### src/rtl/core/bds_pkg.sv
// bds_pkg: shared constants and types for the 2x2 RGBA box downsampler.
// Used by bds_ctrl, bds_lane and box_downsample_2x2_rgba.
package bds_pkg;

	localparam int REG_W = 13;               // width of the dimension registers
	localparam int CFG_IDX_W = 8;            // configuration register index width
	localparam int CHAN_W = 8;               // one color channel
	localparam int SUM_W = CHAN_W + 1;       // sum of a horizontal pair
	localparam int NUM_LANES = 4;            // R, G, B, A
	localparam int STORE_W = NUM_LANES * SUM_W;
	localparam int DIM_RESET = 256;
	localparam int DEF_MAX_WIDTH = 4096;
	localparam int DEF_MAX_HEIGHT = 4096;

	// configuration register indexes
	localparam logic [CFG_IDX_W-1:0] REG_SRC_WIDTH = CFG_IDX_W'(0);
	localparam logic [CFG_IDX_W-1:0] REG_SRC_HEIGHT = CFG_IDX_W'(1);

	// per-beat decisions from the position tracker
	typedef struct packed {
		logic w_one;      // single source column
		logic h_one;      // single source row
		logic load_left;  // even column: park pixel as left half
		logic wr_en;      // even row: write pair sum to line store
		logic rd_en;      // odd row: fetch upper pair sum
		logic emit;       // this beat yields an output pixel
		logic row_end;
		logic level_end;
	} bds_ctl_t;

endpackage

### src/rtl/core/bds_lane.sv
// bds_lane: one color channel - horizontal pair sum, stage-1 hold, rounded mean.
// Depends on bds_pkg.
module bds_lane (
	input  logic                        clk,
	input  logic                        load_s1,
	input  logic [bds_pkg::CHAN_W-1:0]  cur,
	input  logic [bds_pkg::CHAN_W-1:0]  left,
	input  logic                        w_one,
	input  logic                        h_one_s1,
	input  logic [bds_pkg::SUM_W-1:0]   upper,
	output logic [bds_pkg::SUM_W-1:0]   hsum,
	output logic [bds_pkg::CHAN_W-1:0]  avg
);
	import bds_pkg::*;

	logic [SUM_W-1:0] hsum_s1;
	logic [SUM_W-1:0] up;
	logic [SUM_W:0]   total;

	// single column: the pixel pairs with itself
	assign hsum = w_one ? {cur, 1'b0} : SUM_W'(cur) + SUM_W'(left);

	always_ff @(posedge clk) begin
		if (load_s1) begin
			hsum_s1 <= hsum;
		end
	end

	assign up = h_one_s1 ? hsum_s1 : upper;
	assign total = (SUM_W + 1)'(up) + (SUM_W + 1)'(hsum_s1) + (SUM_W + 1)'(2);
	assign avg = total[SUM_W:2];

endmodule

### config.mk
export PLATFORM = sky130hd
export DESIGN_NAME = bds_lane
export DESIGN_NICKNAME = d
export VERILOG_FILES = /design/src/rtl/core/bds_pkg.sv /design/src/rtl/core/bds_lane.sv
export SDC_FILE = /design/constraint.sdc
export NUM_CORES = 1
export LEC_CHECK = 0
export ABC_CLOCK_PERIOD_IN_PS = 4700
export CORE_ASPECT_RATIO = 0.5
export CORE_MARGIN = 2
export CORE_UTILIZATION = 35
export CTS_BUF_LIST = sky130_fd_sc_hd__clkbuf_16
export CTS_CLUSTER_DIAMETER = 40
export DETAILED_ROUTE_END_ITERATION = 7
export DONT_BUFFER_PORTS = 1
export HOLD_SLACK_MARGIN = 0.12
export SKIP_CTS_REPAIR_TIMING = 1
export SYNTH_ARGS = -nofsm -noshare
export SYNTH_HDL_FRONTEND = slang
export SYNTH_SLANG_ARGS = --single-unit
### constraint.sdc
create_clock -name clk -period 4.7 [get_ports clk]
set_clock_uncertainty 0.15 [all_clocks]
set_input_delay 0.705 -clock clk [delete_from_list [all_inputs] [get_ports clk]]
set_output_delay 0.705 -clock clk [all_outputs]
set_load 0.05 [all_outputs]
==> flow_summary.ini <==
[status]
outcome = finished, final reports clean

[job]
drv_cap = 0

[global_route]
grt.overflow.total = 0
grt_max_degree = 21
grt_usage_pct = 13.11
antenna_found_initial = 0
grt_pass1_wl_um = 4153
grt_pass1_vias = 986

[synthesis]
yosysTopAreaCellShare_pct = 22.59
synth-main-ff-cell = edfxtp_1
synth_common_cells = 23 x ha_1, 11 x a21oi_1, 11 x nand2_1
ys_types = 43
synthCells = 136
synth_top_area_cell = ha_1
yosysSeqAreaShare_pct = 21.22
yosys-top-cells-area = ha_1 23%, edfxtp_1 21%, mux2_2 7.1%
syn_area_per_cell_sq_um = 9.366
synth_edf_count = 9
synthArstFlopShare_pct = 0
yosysMostFrequentCell = ha_1
synth_area_sq_mm = 0.001274
ys_seq_elements = 9
syn_nets = 190
yosys_warnings = 0

[clocking]
clock_sinks = 9
clkTransAtPathRegs_ns = 0.04
cts_buffer_depth = 2
clockRootBuffer = clkbuf_16
cts_tree = built
h-tree-depth = 1
cts_buffers = 3

[routing]
routed-wl-met3_um = 136
drc = 0
met1_length_um = 1160
vias = 1015
antenna_left = 0
drt_iter0_drc = 28
avgRoutedWirePerCell_um = 12.99
wl_met2_um = 1221
firstDrtPassIters = 4
routed_wirelength_um = 2560
viasPerCell = 5.152
highest_layer = met4

[placed_design]
dp_cells = 193
dpl.hpwl_um = 2220
routabilityCongestion = 0.8146
io_buffers = 0

[critical_path]
crit_type = primary input to primary output
cp-endpoint = avg[6]
cp_data_arrival_time_ns = 2.83
end_kind = primary output
start_kind = primary input
worstSetupStartpoint = h_one_s1
cp.required_ns = 3.85
crit_fanout = 9

[cells_and_area]
largest_registers = hsum_s1: 9 flops
syn2layout_area_growth_pct = 16.80
largest_reg_flops = 9
n_fill_cell = 356
drive_gt1_share_pct = 19.18
finalNonFillerCells = 197
nets = 201
regMostFlops = hsum_s1
n_antenna_cell = 0

[power_and_ir_drop]
p_leak_nw = 0.6356
peakVddDrop_v = 0.0001255
power_density_mw_per_mm2 = 482.7

[floorplanning]
dieHeight_um = 46.66
fp.dieW_um = 89.32
initial_utilization_pct = 36.88
core_area_sq_mm = 0.003453
fp.dieArea_sq_mm = 0.004167
rows = 15
io_pins = 46

[timing]
setup_viol = 0
max_slew_margin_pct = 28.48
slew_violations = 0
max_freq_ghz = 0.2717
min_period_ns = 3.681
rsz0062_at_grt = false
fin_setup_tns_ns = 0
hold_violations = 0
timing.final.crit_share_pct = 78.31
worstMarginPinSlew_ns = 1.066

[worst_hold_path]
hold_path_class = primary input to register
[power breakdown]
group | internal [mW] | total, mW | switching (mW)
logic | 0.154 | 0.469 | 0.315
clock network | 0.111 | 0.144 | 0.0332
registers | 0.101 | 0.106 | 0.00447
[final cells by class]
type / count / area [sq um] / area share (%)
timing repair buffer: 9 / 67.56 / 4.542
clock inverter: 1 / 3.754 / 0.2523
tap: 51 / 63.81 / 4.289
sequential: 9 / 270.3 / 18.17
multi-input combinational: 118 / 984.7 / 66.19
clock buffer: 3 / 75.07 / 5.046
inverter: 6 / 22.52 / 1.514
[metal layers]
layer	vias to the layer above	GRT usage, %
li1	537	-
met1	451	15.43
met2	23	23.11
met3	4	3.047
met4	0	6.269
met5	-	0
[layout by cell type, fill, tap and decap left out, types with 4 or more instances in the layout]
cell,count
ha_1,23
nand2_1,11
a21oi_1,11
edfxtp_1,9
buf_4,9
mux2_2,8
inv_1,7
nand3_1,6
nor2_1,4
xnor2_1,4
[critical path, stage by stage]
cell,delay [ns]
mux2_2,0.31
ha_1,0.28
ha_1,0.37
nand3_1,0.12
or3_4,0.34
a2111o_1,0.37
o211ai_1,0.11
buf_4,0.23
[cell families after synthesis]
group           share of synthesized area [%]
simple gates                            18.27
compound gates                          18.86
fa+ha+maj                               25.74
buf+inv                                 3.242
mux                                     7.859
flops                                   21.22
xor+xnor                                4.813
[per-stage QoR]
stage	setup WS, ns	total power [mW]	hold WS [ns]	instance area (sq um)	util [%]
6_report	1.019	0.7181	0.4336	1488	43.08
4_1_cts	1.021	0.7223	0.4307	1488	43.08
3_5_place_dp	1.039	0.5753	0.6681	1409	40.80
3_3_place_gp	1.043	0.5688	0.6680	1409	40.80
2_1_floorplan	0.3292	0.4757	0.6675	1274	-
5_1_grt	0.9233	0.7652	0.4238	1488	43.08
[worst min-delay path by stage]
stage	from	end	cells past startpoint
3_3_place_gp	load_s1	hsum_s1[0]$_DFFE_PP_	0
3_5_place_dp	load_s1	hsum_s1[1]$_DFFE_PP_	0
2_1_floorplan	load_s1	hsum_s1[0]$_DFFE_PP_	0
6_report	load_s1	hsum_s1[5]$_DFFE_PP_	0
4_1_cts	load_s1	hsum_s1[5]$_DFFE_PP_	0
5_1_grt	load_s1	hsum_s1[0]$_DFFE_PP_	0
No activity file was read; power rests on OpenSTA's default activity.
