File: src/rtl/core/bds_pkg.sv
// bds_pkg: shared constants and types for the 2x2 RGBA box downsampler.
// Used by bds_ctrl, bds_lane and box_downsample_2x2_rgba.
package bds_pkg;

	localparam int REG_W = 13;               // width of the dimension registers
	localparam int CFG_IDX_W = 8;            // configuration register index width
	localparam int CHAN_W = 8;               // one color channel
	localparam int SUM_W = CHAN_W + 1;       // sum of a horizontal pair
	localparam int NUM_LANES = 4;            // R, G, B, A
	localparam int STORE_W = NUM_LANES * SUM_W;
	localparam int DIM_RESET = 256;
	localparam int DEF_MAX_WIDTH = 4096;
	localparam int DEF_MAX_HEIGHT = 4096;

	// configuration register indexes
	localparam logic [CFG_IDX_W-1:0] REG_SRC_WIDTH = CFG_IDX_W'(0);
	localparam logic [CFG_IDX_W-1:0] REG_SRC_HEIGHT = CFG_IDX_W'(1);

	// per-beat decisions from the position tracker
	typedef struct packed {
		logic w_one;      // single source column
		logic h_one;      // single source row
		logic load_left;  // even column: park pixel as left half
		logic wr_en;      // even row: write pair sum to line store
		logic rd_en;      // odd row: fetch upper pair sum
		logic emit;       // this beat yields an output pixel
		logic row_end;
		logic level_end;
	} bds_ctl_t;

endpackage

File: src/rtl/core/bds_ctrl.sv
// bds_ctrl: dimension registers, column/row tracking and per-beat decisions.
// Depends on bds_pkg.
module bds_ctrl #(
	parameter int MAX_WIDTH = bds_pkg::DEF_MAX_WIDTH,
	parameter int MAX_HEIGHT = bds_pkg::DEF_MAX_HEIGHT
) (
	input  logic                                  clk,
	input  logic                                  arst_n,
	input  logic                                  cfg_wr,
	input  logic [bds_pkg::CFG_IDX_W-1:0]         cfg_index,
	input  logic [bds_pkg::REG_W-1:0]             cfg_data,
	input  logic                                  acc,
	output bds_pkg::bds_ctl_t                     ctl,
	output logic [((MAX_WIDTH / 2 > 1) ? $clog2(MAX_WIDTH / 2) : 1)-1:0] addr
);
	import bds_pkg::*;

	localparam int DEPTH = MAX_WIDTH / 2;
	localparam int AW = (DEPTH > 1) ? $clog2(DEPTH) : 1;
	localparam int XW = $clog2(MAX_WIDTH);
	localparam int YW = (MAX_HEIGHT > 1) ? $clog2(MAX_HEIGHT) : 1;
	localparam int DXW = $clog2(MAX_WIDTH + 1);
	localparam int DYW = $clog2(MAX_HEIGHT + 1);
	localparam int CWX = (REG_W > DXW) ? REG_W : DXW;
	localparam int CWY = (REG_W > DYW) ? REG_W : DYW;
	localparam logic [DXW-1:0] W_RST = DXW'((DIM_RESET > MAX_WIDTH) ? MAX_WIDTH : DIM_RESET);
	localparam logic [DYW-1:0] H_RST = DYW'((DIM_RESET > MAX_HEIGHT) ? MAX_HEIGHT : DIM_RESET);

	logic [DXW-1:0] w_q;
	logic [DYW-1:0] h_q;
	logic [XW-1:0]  x_q;
	logic [YW-1:0]  y_q;

	logic [CWX-1:0] wd_ext;
	logic [CWY-1:0] hd_ext;
	logic [DXW-1:0] w_new;
	logic [DYW-1:0] h_new;
	logic           cfg_hit;

	logic           w_one, h_one, pair, x_last, y_last;
	logic [DXW-1:0] ox, out_w_m1;
	logic [DYW-1:0] oy, out_h_m1;

	// clamp: zero acts as one, oversize acts as the maximum
	assign wd_ext = CWX'(cfg_data);
	assign hd_ext = CWY'(cfg_data);
	assign w_new = (cfg_data == '0) ? DXW'(1) :
		(wd_ext > CWX'(MAX_WIDTH)) ? DXW'(MAX_WIDTH) : DXW'(wd_ext);
	assign h_new = (cfg_data == '0) ? DYW'(1) :
		(hd_ext > CWY'(MAX_HEIGHT)) ? DYW'(MAX_HEIGHT) : DYW'(hd_ext);
	assign cfg_hit = cfg_wr && ((cfg_index == REG_SRC_WIDTH) || (cfg_index == REG_SRC_HEIGHT));

	assign w_one = (w_q == DXW'(1));
	assign h_one = (h_q == DYW'(1));
	assign pair = w_one || x_q[0];
	assign x_last = (DXW'(x_q) + DXW'(1)) >= w_q;
	assign y_last = (DYW'(y_q) + DYW'(1)) >= h_q;

	assign ox = w_one ? '0 : DXW'(x_q >> 1);
	assign oy = h_one ? '0 : DYW'(y_q >> 1);
	assign out_w_m1 = w_one ? '0 : (w_q >> 1) - DXW'(1);
	assign out_h_m1 = h_one ? '0 : (h_q >> 1) - DYW'(1);

	always_comb begin
		ctl.w_one = w_one;
		ctl.h_one = h_one;
		ctl.load_left = !w_one && !x_q[0];
		// odd trailing row of an odd height has no partner: no store write
		ctl.wr_en = pair && !h_one && !y_q[0] && !y_last;
		ctl.rd_en = pair && !h_one && y_q[0];
		ctl.emit = pair && (h_one || y_q[0]);
		ctl.row_end = (ox == out_w_m1);
		ctl.level_end = (ox == out_w_m1) && (oy == out_h_m1);
	end

	assign addr = AW'(ox);

	always_ff @(posedge clk or negedge arst_n) begin
		if (!arst_n) begin
			w_q <= W_RST;
			h_q <= H_RST;
			x_q <= '0;
			y_q <= '0;
		end else if (cfg_hit) begin
			unique case (cfg_index)
				REG_SRC_WIDTH: w_q <= w_new;
				REG_SRC_HEIGHT: h_q <= h_new;
				default: ;
			endcase
			x_q <= '0;
			y_q <= '0;
		end else if (acc) begin
			if (x_last) begin
				x_q <= '0;
				y_q <= y_last ? '0 : YW'(y_q + YW'(1));
			end else begin
				x_q <= XW'(x_q + XW'(1));
			end
		end
	end

endmodule

File: config.mk
export PLATFORM = sky130hd
export DESIGN_NAME = bds_ctrl
export DESIGN_NICKNAME = d
export VERILOG_FILES = /design/src/rtl/core/bds_pkg.sv /design/src/rtl/core/bds_ctrl.sv
export SDC_FILE = /design/constraint.sdc
export NUM_CORES = 1
export LEC_CHECK = 0
export BUFFER_PORTS_ARGS = -buffer_cell sky130_fd_sc_hd__buf_2
export CORE_AREA = 10 10 120 90
export CTS_CLUSTER_DIAMETER = 120
export CTS_CLUSTER_SIZE = 25
export DETAILED_ROUTE_END_ITERATION = 6
export DIE_AREA = 0 0 130 100
export GPL_ROUTABILITY_DRIVEN = 0
export HOLD_SLACK_MARGIN = 0.08
export PLACE_DENSITY_LB_ADDON = 0.2
export SYNTH_ARGS = -nofsm -noshare
export SYNTH_HDL_FRONTEND = slang
export SYNTH_SLANG_ARGS = --single-unit
File: constraint.sdc
create_clock -name clk -period 6.2 [get_ports clk]
set_clock_uncertainty 0.1 [all_clocks]
set_input_delay 0.62 -clock clk [delete_from_list [all_inputs] [get_ports clk]]
set_output_delay 0.62 -clock clk [all_outputs]
set_load 0.01 [all_outputs]
==> reports/metrics.csv <==
metric,value,unit
outcome,completed,
combinational share of power,0.276,
number of synthesized flops with an enable pin,0,
die area,0.0130,sq mm
Final Slew Violations,0,
WP data arrival,3.26,ns
Synth Cell Area,0.00415,sq mm
Die Width,130,um
post-detailed-routing wire length,11.2,mm
Syn-to-layout area delta,9.89,%
class of the worst hold path,in2async,
Synth area leaders,"dfrtp_1 (29%), ha_1 (9.6%), xor2_1 (4.6%)",
Post-Syn Area per Cell,8.72,sq um
setup bufs post-CTS,0,
worst path required time,5.48,ns
CTS Buffer Depth,2,
Synth top area share,0.289,
detailed-route DRC error count,0,
total track usage,0.171,
Vias,3640,
placed cells,603,
# rows,29,
CP Launch Type,flip-flop,
Synth Flop Type,dfrtp_1,
vias per cell,5.96,
initial antenna violation count,0,
post-DR wirelength/cell,18.3,um
PostCTS Resize Cnt,0,
pin count of the biggest net entering global routing,51,
CTS Hold Bufs,0,
global-route wire length before repair,18.1,mm
Synth async-reset ratio,1.00,
Starting Density,0.481,
fill count,794,
Sum Neg Setup Slack,0,ns
final worst slack,2.22,ns
final antenna diode count,0,
clock latency on the worst-skew pair,0.29,ns
final core occ,0.528,
Sequential Power Share,0.435,
Worst VDD drop,0.123,mV
unrepaired setup endpoints after global routing,no,
Max H-tree Level,2,
First-pass DRT Iterations,4,
CTS root buf,clkbuf_16,
multi-input logic area,0.00265,sq mm
CTS Sinks,50,
Yosys cell types,61,
Worst Setup Path Type,reg2out,
area of the core,0.00864,sq mm
CTS tree,yes,
FMAX,0.251,GHz
"CTS clk-pin slew, worst paths",0.07,ns
# nets final,559,
DRT iter0 DRCs,411,
Fin. Hold Viols,0,
remaining global-route overflow,0,
Final setup viols,0,
layout cells sized above 1,0.153,
CP max FO,8,
period utilisation layout,0.642,
clock network power share,0.289,
area occupied by registers,0.00125,sq mm
I/O Pins,44,
Internal,0.622,mW
post-layout min period,3.98,ns
die height,100,um
post-synthesis cell count,476,
Hold Slack,0.332,ns
"Seq/Total Area, Yosys",0.302,
Sw Ratio,0.345,
Max-slew headroom,0.505,
top cell type by total area after synthesis,dfrtp_1,
port bufs,43,
P_sw,0.327,mW
crit end category,output port,
Placement Setup Slack,2.52,ns
measured slew at the worst slew-check pin,0.740,ns
leakage,2.14,nW
total CTS buffers,5,
max_cap viols,0,
Syn. warnings,0,
Synth Net Count,533,
power per cell area,208,mW/mm^2
Yosys reg bits,50,
vias in the first global route,3434,
Final Non-Filler Cells,611,
HPWL after DPL,8.75,mm
post-route ant nets,0,
-- registers in the layout, indices dropped and copies added (netlist names) --
| register | cells |
|---|---|
| x_q | 12 |
| h_q | 13 |
| w_q | 13 |
| y_q | 12 |
-- worst max-delay path: stages (launching register included) --
cell and delay (ns):
dfrtp_1 0.47, and3_1 0.23, and3_1 0.22, nand3_1 0.11, xor2_1 0.20, inv_1 0.07, ha_1 0.29, a21o_1 0.16
a21o_1 0.17, a21o_1 0.18, a211oi_2 0.43, nor4b_1 0.27, buf_2 0.18
-- power groups by stage --
stage / clock network (mW) / logic, mW / registers, mW
finish: 0.274 / 0.262 / 0.413
global placement: 0 / 0.255 / 0.417
floorplan: 0 / 0.201 / 0.384
detailed placement: 0 / 0.262 / 0.418
global route: 0.299 / 0.295 / 0.419
CTS: 0.282 / 0.263 / 0.412
-- per-stage QoR --
stage	cell area, sq um	total power [mW]
after floorplan	4150	0.585
after global placement	4420	0.672
after detailed placement	4420	0.680
after CTS	4560	0.957
after global routing	4560	1.01
final	4560	0.949
-- logic make-up (layout without fill, tap and decap cells) --
| kind of cell | count (synthesis) | in the layout | share of synthesized area |
|---|---|---|---|
| buffers and inverters | 65 | 92 | 0.0618 |
| AOI/OAI and AO/OA | 101 | 101 | 0.172 |
| DFF | 50 | 50 | 0.302 |
| xor gates and xnor gates | 40 | 40 | 0.0844 |
| adders and majority gates | 32 | 32 | 0.0964 |
| and+or+nand+nor | 170 | 170 | 0.238 |
| muxes | 18 | 18 | 0.0449 |
-- cells in the mapped netlist, types with 2 or more instances --
cell and number:
dfrtp_1 48, inv_1 36, nand2_1 34, ha_1 32, xor2_1 22, clkbuf_1 21, o21ai_0 20, nand2b_1 19
nor2_1 19, xnor2_1 18, nand3_1 17, o211ai_1 15, a21oi_1 13, and2_1 13, mux2i_1 13, and3_1 11
nand4_1 9, nor3_1 9, o31ai_1 8, a31oi_1 7, a32o_1 7, a21o_1 6, nor4_1 6, a211oi_1 5
nand4b_1 5, and4_1 4, buf_2 4, mux2_2 4, nand3b_1 3, o2111ai_1 3, or3_1 3, or4_4 3
a211oi_2 2, a22oi_1 2, buf_4 2, dfstp_2 2, nor2b_1 2, nor3_2 2, nor4b_1 2, o21a_1 2
o21ai_1 2, or2_2 2
-- worst paths after layout --
path	endpoint	from	depth (start not counted)	slack [ns]
worst max-delay path	ctl[4]	y_q[4]	12	2.22
worst min-delay path	x_q[9]	arst_n	2	0.33
worst max register to register	y_q[3]	y_q[4]	12	2.70
worst min register to register	h_q[8]	h_q[8]	2	0.42
max in group asynchronous	w_q[10]	arst_n	2	5.22
min in group clk	h_q[8]	h_q[8]	2	0.42
-- metal layers --
| layer | up-vias | GRT usage | part of all wire |
|---|---|---|---|
| met2 | 116 | 0.240 | 0.41 |
| met4 | 0 | 0.0216 | 0.0036 |
| li1 | 1772 | - | - |
| met1 | 1748 | 0.263 | 0.51 |
| met3 | 4 | 0.0395 | 0.076 |
| met5 | - | 0 | 0 |
-- placed cells by master (no fill, tap or decap), drive strengths merged, types with 9 or more instances in the layout --
master and n:
a21oi 13, and2 13, and3 11, buf 46, dfrtp 48, ha 32
inv 37, mux2i 13, nand2 34, nand2b 19, nand3 17, nand4 10
nor2 19, nor3 11, o211ai 15, o21ai 22, o31ai 9, xnor2 18
xor2 22
-- area by class of cell --
type                       count  area share
clock buffer                   5      0.0274
clock inverter                 3     0.00466
inverter                      38      0.0313
multi-input combinational    361       0.580
sequential                    50       0.275
tap                          108      0.0296
timing repair buffer          46      0.0521
Power figures use the tool's default switching activity.
